**src/hw/rtl/rpn_pkg.sv**
```systemverilog
// Shared types, constants and helper functions of the RPN stack calculator.
`default_nettype none

package rpn_pkg;

   localparam int STACK_DEPTH_DEFAULT = 128;

   // sticky flag bit positions
   localparam int FLAG_UNDER = 0;
   localparam int FLAG_OVER  = 1;
   localparam int FLAG_DIVZ  = 2;
   localparam int FLAG_SAT   = 3;

   // CORDIC datapath width (Q2.30 with headroom) and step count
   localparam int CORDIC_W     = 34;
   localparam int CORDIC_STEPS = 24;
   localparam logic signed [CORDIC_W-1:0] CORDIC_GAIN = 34'sd652032874;

   // shared divider widths
   localparam int DVD_W = 50;
   localparam int DVS_W = 34;

   // angle constants in Q16.16
   localparam logic [19:0]        TWO_PI_U = 20'd411775;
   localparam logic signed [20:0] TWO_PI_S = 21'sd411775;
   localparam logic signed [20:0] PI_S     = 21'sd205887;
   localparam logic signed [20:0] HALF_PI_S = 21'sd102944;

   // reciprocal of 2pi for the angle modulo: quotient estimate is low by at most one
   localparam int          MOD_SHIFT = 50;
   localparam logic [31:0] MOD_RECIP = 32'((64'd1 << MOD_SHIFT) / 64'(TWO_PI_U));

   localparam logic signed [31:0] Q_MAX = 32'sh7FFF_FFFF;
   localparam logic signed [31:0] Q_MIN = 32'sh8000_0000;

   typedef enum logic [2:0] {
      OP_PUSH = 3'd0,
      OP_ADD  = 3'd1,
      OP_SUB  = 3'd2,
      OP_MUL  = 3'd3,
      OP_DIV  = 3'd4,
      OP_SIN  = 3'd5,
      OP_COS  = 3'd6,
      OP_TAN  = 3'd7
   } op_type;

   typedef enum logic [1:0] {
      DIV_QUO,
      DIV_TAN
   } div_kind_type;

   typedef enum logic [4:0] {
      S_IDLE,
      S_DECODE,
      S_POPB,
      S_POPA_WAIT,
      S_POPA,
      S_EXEC,
      S_MUL_FIN,
      S_MOD_WAIT,
      S_TRIG_INIT,
      S_CORDIC,
      S_TRIG_FIN,
      S_TAN_DIV,
      S_QUO_WAIT,
      S_DIV_FIN,
      S_PUSH,
      S_EMIT_WAIT,
      S_EMIT
   } state_type;

   typedef struct packed {
      logic [2:0]         opcode;
      logic signed [31:0] number;
      logic               last;
   } req_type;

   typedef struct packed {
      logic signed [31:0] answer;
      logic               underflow_seen;
      logic               overflow_seen;
      logic               divide_by_zero_seen;
      logic               saturation_seen;
   } rsp_type;

   // commands from the controller to the datapath
   typedef struct packed {
      logic         load;
      logic         pop_b;
      logic         pop_a;
      logic         arith;
      logic         mul;
      logic         mul_fin;
      logic         mod_mul;
      logic         mod_sub;
      logic         div_start;
      div_kind_type div_kind;
      logic         div_fin;
      logic         trig_init;
      logic         cordic_step;
      logic         trig_fin;
      logic         set_divz;
      logic         push;
      logic         emit;
   } cmd_type;

   // status from the datapath to the controller
   typedef struct packed {
      op_type op;
      logic   last;
      logic   b_zero;
      logic   div_busy;
      logic   cordic_last;
      logic   x_zero;
      logic   rsp_free;
   } stat_type;

   typedef struct packed {
      logic               sat;
      logic signed [31:0] val;
   } clamp_type;

   // clamp a wide signed value into Q16.16 range
   function automatic clamp_type clamp32(input logic signed [63:0] v);
      clamp_type r;
      if (v > 64'sd2147483647) begin
         r.sat = 1'b1;
         r.val = Q_MAX;
      end else if (v < -64'sd2147483648) begin
         r.sat = 1'b1;
         r.val = Q_MIN;
      end else begin
         r.sat = 1'b0;
         r.val = v[31:0];
      end
      return r;
   endfunction

   // arctangent table, Q2.30
   function automatic logic [CORDIC_W-1:0] atan_lookup(input logic [4:0] i);
      logic [CORDIC_W-1:0] r;
      unique case (i)
         5'd0:  r = 34'd843314857;
         5'd1:  r = 34'd497837829;
         5'd2:  r = 34'd263043837;
         5'd3:  r = 34'd133525159;
         5'd4:  r = 34'd67021687;
         5'd5:  r = 34'd33543516;
         5'd6:  r = 34'd16775851;
         5'd7:  r = 34'd8388437;
         5'd8:  r = 34'd4194283;
         5'd9:  r = 34'd2097149;
         5'd10: r = 34'd1048576;
         5'd11: r = 34'd524288;
         5'd12: r = 34'd262144;
         5'd13: r = 34'd131072;
         5'd14: r = 34'd65536;
         5'd15: r = 34'd32768;
         5'd16: r = 34'd16384;
         5'd17: r = 34'd8192;
         5'd18: r = 34'd4096;
         5'd19: r = 34'd2048;
         5'd20: r = 34'd1024;
         5'd21: r = 34'd512;
         5'd22: r = 34'd256;
         5'd23: r = 34'd128;
         default: r = '0;
      endcase
      return r;
   endfunction

endpackage

`default_nettype wire

```
**src/hw/rtl/rpn_control.sv**
```systemverilog
// Controller state machine sequencing each token through the datapath.
`default_nettype none

module rpn_control
   import rpn_pkg::*;
(
   input  wire logic     clock,
   input  wire logic     reset,
   input  wire logic     req_valid,
   input  wire stat_type stat,
   output logic          req_stall,
   output cmd_type       cmd
);

   state_type state_ff, state_in;

   always_ff @(posedge clock) begin
      if (reset) begin
         state_ff <= S_IDLE;
      end else begin
         state_ff <= state_in;
      end
   end

   // next state and commands
   always_comb begin
      state_in     = state_ff;
      cmd          = '0;
      cmd.div_kind = DIV_QUO;
      req_stall    = (state_ff != S_IDLE);
      unique case (state_ff)
         S_IDLE: begin
            if (req_valid) begin
               cmd.load = 1'b1;
               state_in = S_DECODE;
            end
         end
         S_DECODE: begin
            unique case (stat.op)
               OP_PUSH:                       state_in = S_PUSH;
               OP_ADD, OP_SUB, OP_MUL, OP_DIV: state_in = S_POPB;
               default:                       state_in = S_POPA;
            endcase
         end
         S_POPB: begin
            cmd.pop_b = 1'b1;
            state_in  = S_POPA_WAIT;
         end
         S_POPA_WAIT: begin
            state_in = S_POPA;
         end
         S_POPA: begin
            cmd.pop_a = 1'b1;
            state_in  = S_EXEC;
         end
         S_EXEC: begin
            unique case (stat.op)
               OP_ADD, OP_SUB: begin
                  cmd.arith = 1'b1;
                  state_in  = S_PUSH;
               end
               OP_MUL: begin
                  cmd.mul  = 1'b1;
                  state_in = S_MUL_FIN;
               end
               OP_DIV: begin
                  if (stat.b_zero) begin
                     cmd.set_divz = 1'b1;
                     state_in     = stat.last ? S_EMIT_WAIT : S_IDLE;
                  end else begin
                     cmd.div_start = 1'b1;
                     state_in      = S_QUO_WAIT;
                  end
               end
               default: begin
                  cmd.mod_mul = 1'b1;
                  state_in    = S_MOD_WAIT;
               end
            endcase
         end
         S_MUL_FIN: begin
            cmd.mul_fin = 1'b1;
            state_in    = S_PUSH;
         end
         S_MOD_WAIT: begin
            cmd.mod_sub = 1'b1;
            state_in    = S_TRIG_INIT;
         end
         S_TRIG_INIT: begin
            cmd.trig_init = 1'b1;
            state_in      = S_CORDIC;
         end
         S_CORDIC: begin
            cmd.cordic_step = 1'b1;
            if (stat.cordic_last) begin
               state_in = S_TRIG_FIN;
            end
         end
         S_TRIG_FIN: begin
            if (stat.op == OP_TAN && !stat.x_zero) begin
               state_in = S_TAN_DIV;
            end else begin
               cmd.trig_fin = 1'b1;
               state_in     = S_PUSH;
            end
         end
         S_TAN_DIV: begin
            cmd.div_start = 1'b1;
            cmd.div_kind  = DIV_TAN;
            state_in      = S_QUO_WAIT;
         end
         S_QUO_WAIT: begin
            if (!stat.div_busy) begin
               state_in = S_DIV_FIN;
            end
         end
         S_DIV_FIN: begin
            cmd.div_fin = 1'b1;
            state_in    = S_PUSH;
         end
         S_PUSH: begin
            cmd.push = 1'b1;
            state_in = stat.last ? S_EMIT_WAIT : S_IDLE;
         end
         S_EMIT_WAIT: begin
            state_in = S_EMIT;
         end
         S_EMIT: begin
            if (stat.rsp_free) begin
               cmd.emit = 1'b1;
               state_in = S_IDLE;
            end
         end
         default: begin
            state_in = S_IDLE;
         end
      endcase
   end

endmodule

`default_nettype wire
```
**config.mk**
```make
export PLATFORM = sky130hd
export DESIGN_NAME = rpn_control
export DESIGN_NICKNAME = d
export VERILOG_FILES = /design/src/hw/rtl/rpn_pkg.sv /design/src/hw/rtl/rpn_control.sv
export SDC_FILE = /design/constraint.sdc
export NUM_CORES = 1
export LEC_CHECK = 0
export BUFFER_PORTS_ARGS = -buffer_cell sky130_fd_sc_hd__buf_2
export CAP_MARGIN = 20
export CORE_AREA = 2 2 39 41
export DETAILED_ROUTE_END_ITERATION = 12
export DIE_AREA = 0 0 41 43
export GPL_TIMING_DRIVEN = 0
export PLACE_DENSITY = 0.83
export SLEW_MARGIN = 20
export SYNTH_ARGS = -nofsm -noshare
export SYNTH_HDL_FRONTEND = slang
export SYNTH_SLANG_ARGS = --single-unit
```
**constraint.sdc**
```tcl
create_clock -name clock -period 4.4 [get_ports clock]
set_input_delay 0.22 -clock clock [delete_from_list [all_inputs] [get_ports clock]]
set_output_delay 0.22 -clock clock [all_outputs]
set_load 0.05 [all_outputs]
```
# [Word level (Yosys, flattened, before mapping)]
# Cells that the tools add are included.
[word_totals] regBits=5 inputBits=12 out_inout_bits=19
[classes] eq_ne=25 muxes=36 reduce_logical=9
[ops] operator="$pmux 5 s16" n=1
[ops] operator="$eq 5x4->1 const B" n=8
[ops] operator="$mux 1" n=24
[ops] operator="$eq 5x3->1 const B" n=4
[ops] operator="$mux 5" n=4
[ops] operator="$pmux 5 s3" n=1
[ops] operator="$eq 5x2->1 const B" n=2
[ops] operator="$mux 4" n=2
[ops] operator="$ne 2x2->1 const B" n=4
[ops] operator="$pmux 4 s2" n=1
[ops] operator="$eq 3x2->1 const B" n=2
[ops] operator="$eq 3x3->1 const B" n=2
[ops] operator="$eq 5x1->1 const B" n=1
[ops] operator="$eq 5x5->1 const B" n=1
[ops] operator="$logic_not 5->1" n=1
[ops] operator="$reduce_bool 5->1" n=1
[ops] operator="$reduce_and 4->1" n=1
[ops] operator="$reduce_or 2->1" n=2
[ops] operator="$reduce_or 4->1" n=1
[ops] operator="$eq 3x1->1 const B" n=1
[ops] operator="$logic_not 3->1" n=1
[ops] operator="$mux 3" n=1
[ops] operator="$mux 2" n=1
[ops] operator="$pmux 1 s2" n=1
[ops] operator="other kinds (2)" n=2

# [Depth between registers and ports, before layout]
[depth] depth_word=4 mapped_depth=7

# [Least setup slack after synthesis]
# OpenSTA, ideal clock, no wires.
[synth_timing] kind="register to output" from="reg state_ff[2]" to="out cmd[14] (netlist bit)" arrival_ps=2234 required_time_ps=4180 slack_ps=1946 path_stages_with_launch=5 cell_sequence="dfxtp_1 or3b_4 or2_1 buf_2 nor3_1"
[synth_lines] element="start: declaration" line="rpn_control.sv:15" source="state_type state_ff, state_in;"
[synth_lines] element="start signal: assignment" line="rpn_control.sv:21" source="state_ff <= state_in;"
[synth_lines] element="end: declaration" line="rpn_control.sv:12" source="output cmd_type cmd"

==> flow_summary.ini <==
[floorplanning]
rows = 14
die_w_um = 41
core-area_um2 = 1384
pin_count = 31
die-area_um2 = 1763
initial_core_util_pct = 42.68
die_h_um = 43

[clock_tree]
root_buffer = clkbuf_4
post_cts_buffers = 0
cts_htree_levels = 1
cts-buffers-inserted = 3
hold_buffers = 0
clock_latency_ps = 240
cts_resized = 0
path_clk_slew_ps = 40
clock_path_buffers = 2
clock-sinks = 5
cts_tree = done

[route]
drcViolationCount = 0
drtIter0Drc = 40
drt_first_pass_iters = 4
postRouteAntennaNets = 0
wl_per_cell_um = 12.32
met1Wirelength_um = 780
via_per_inst = 5.702
dr_wl_met3_um = 156
routed_wl_um = 1737
met2_length_um = 800
highest_layer = met3
vias = 804

[pwr]
leakage_uw = 0.0003326
p_clk_share_pct = 16.4
power_switching_uw = 167.1
swShare_pct = 52.45
powerDensity_nw_per_um2 = 407.4
pwr-share-seq_pct = 19.3
irDropWorstVdd_mv = 0.1947
power_frac_comb_pct = 64.3
p_int_uw = 151.5

[setup_path]
cp.required_ps = 4180
rrSetupSlack_ps = 2550
reg2reg_depth = 7
timing.rr.start = state_ff[0]$_SDFFE_PP0P_
cp-startpoint = state_ff[0]$_SDFFE_PP0P_
startpoint_type = flop
cp-endpoint = cmd[14]
cp-end-kind = primary output
critical_path.max_fanout = 10
critical_path_class = flop to primary output
critPathArrivalTime_ps = 1970
reg2reg_to = state_ff[1]$_SDFFE_PP0P_

[worst_hold_path]
min_path_type = input pin to flop

[logic_synthesis]
yosysWarningCount = 0
synth_cell_types = 34
synth_area_per_cell_um2 = 6.419
synthCells = 92
syn_area_um2 = 590.6
yosysSeqAreaShare_pct = 16.95
synth_nets = 104
synth_seq_cells = 5

[final_layout]
layout-drive-gt1-share_pct = 29.60
final_cell_mix = buf_2, nor2_1, nor3_1
top_regs = state_ff: 5 flops
n_antenna_cell = 0
largest_reg_flops = 5
n_fill_cell = 144
fin_nets = 138
layout_commonest_cell = buf_2
largest-register = state_ff
syn2layout_area_growth_pct = 32.42

[global_route]
grt_usage_pct = 20.46
grt_pass1_vias = 643
grt_antenna_before_repair = 0
grt-ovfl-total = 0
grt_pass1_wl_um = 2573
grt_max_degree = 11

[place]
dp_hpwl_um = 1333
routabilityCongestion = 0.8743
port_buffers = 29
place_ws_ps = 2507

[sta]
skew_ps = 0.6054
period_share_pct = 49.66
hold_viol_final = 0
tns_ps = 0
fmax_mhz = 457.6
rsz0062_at_grt = no
finalSetupViolations = 0
report.final.slew_viol_count = 0
setup_slack_ps = 2215
layout_min_cycle_time_ps = 2185

[flow_run]
cap_violations = 0

[status]
status = finished clean
-- per-layer routing --
metal	vias up	track usage [%]
li1	401	-
met1	358	26.92
met2	45	32.81
met3	0	6.283
met4	0	2.000
met5	-	0
-- cells in the mapped netlist --
cell	number	area share, %
nor4b_1	1	1.5
or3b_4	1	1.9
and4bb_2	1	2.1
conb_1	1	0.63
o2bb2ai_1	1	1.5
dfxtp_1	5	17
nor2_1	14	8.9
a211oi_1	2	2.5
buf_1	1	0.63
nand4_1	1	1.1
a311o_1	1	1.7
o31ai_1	1	1.3
and4_1	1	1.5
nand2_1	5	3.2
nand2b_1	4	4.2
and4b_1	1	1.7
and3_1	1	1.1
inv_1	1	0.63
buf_2	1	0.85
or2_1	1	1.1
a21oi_1	4	3.4
clkbuf_1	5	3.2
o21bai_1	1	1.3
nor3_1	11	9.3
o21ai_0	3	2.5
nand3_1	3	2.5
or2_2	1	1.1
or3_1	1	1.1
buf_4	1	1.3
or4_1	1	1.3
xnor2_1	3	4.4
o22ai_1	3	3.2
a31oi_1	5	5.3
nor2b_1	5	5.3
-- cell families after synthesis --
kind of cell | synth area share [%]
xor gates and xnor gates | 4.450
and+or+nand+nor | 48.73
other | 0.6350
AOI/OAI and AO/OA | 22.67
buffers and inverters | 6.567
DFF | 16.95
-- how the worst min path moves through the flow --
stage           from                       end  slack [ps]  depth (start not counted)
2_1_floorplan  reset  state_ff[0]$_SDFFE_PP0P_         290                          1
3_3_place_gp   reset  state_ff[4]$_SDFFE_PP0P_         440                          2
3_5_place_dp   reset  state_ff[2]$_SDFFE_PP0P_         440                          2
4_1_cts        reset  state_ff[0]$_SDFFE_PP0P_         180                          2
5_1_grt        reset  state_ff[0]$_SDFFE_PP0P_         180                          2
6_report       reset  state_ff[2]$_SDFFE_PP0P_         200                          2
-- stage by stage --
| stage | hold slack [ps] | total power [uW] | cells | util (%) | instance area (um2) |
|---|---|---|---|---|---|
| after global routing | 179.9 | 344.8 | 141 | 56.51 | 782.0 |
| after floorplan | 289.1 | 219.9 | 92 | - | 590.6 |
| after global placement | 443.8 | 260.6 | 137 | 54.61 | 755.7 |
| after CTS | 184.2 | 319.9 | 141 | 56.51 | 782.0 |
| after detailed placement | 443.3 | 264.7 | 137 | 54.61 | 755.7 |
| final | 196.7 | 318.6 | 141 | 56.51 | 782.0 |
-- power by group through the flow --
stage	clock network, uW	registers [uW]	logic (uW)
floorplan	0	59.9	160
global placement	0	62.1	199
detailed placement	0	62.0	203
CTS	55.9	61.2	203
global route	60.2	62.4	222
finish	52.3	61.3	205
-- critical path, stage by stage, from the launching register on --
cell	delay, ps
dfxtp_1	300
clkbuf_1	330
nand2b_1	250
or2_1	250
buf_2	150
nor3_1	160
buf_2	280
-- final cells by class --
| type | instances | area [um2] | share of cell area (%) |
|---|---|---|---|
| multi-input cells | 78 | 451.7 | 57.76 |
| repair buffers | 29 | 145.1 | 18.56 |
| flip-flops and latches | 5 | 100.1 | 12.80 |
| plain buffers | 8 | 35.03 | 4.480 |
| inverters | 1 | 3.754 | 0.4800 |
| well taps | 16 | 20.02 | 2.560 |
| clock buffers | 4 | 26.28 | 3.360 |
Note: power is estimated with default switching activity, not from simulation.
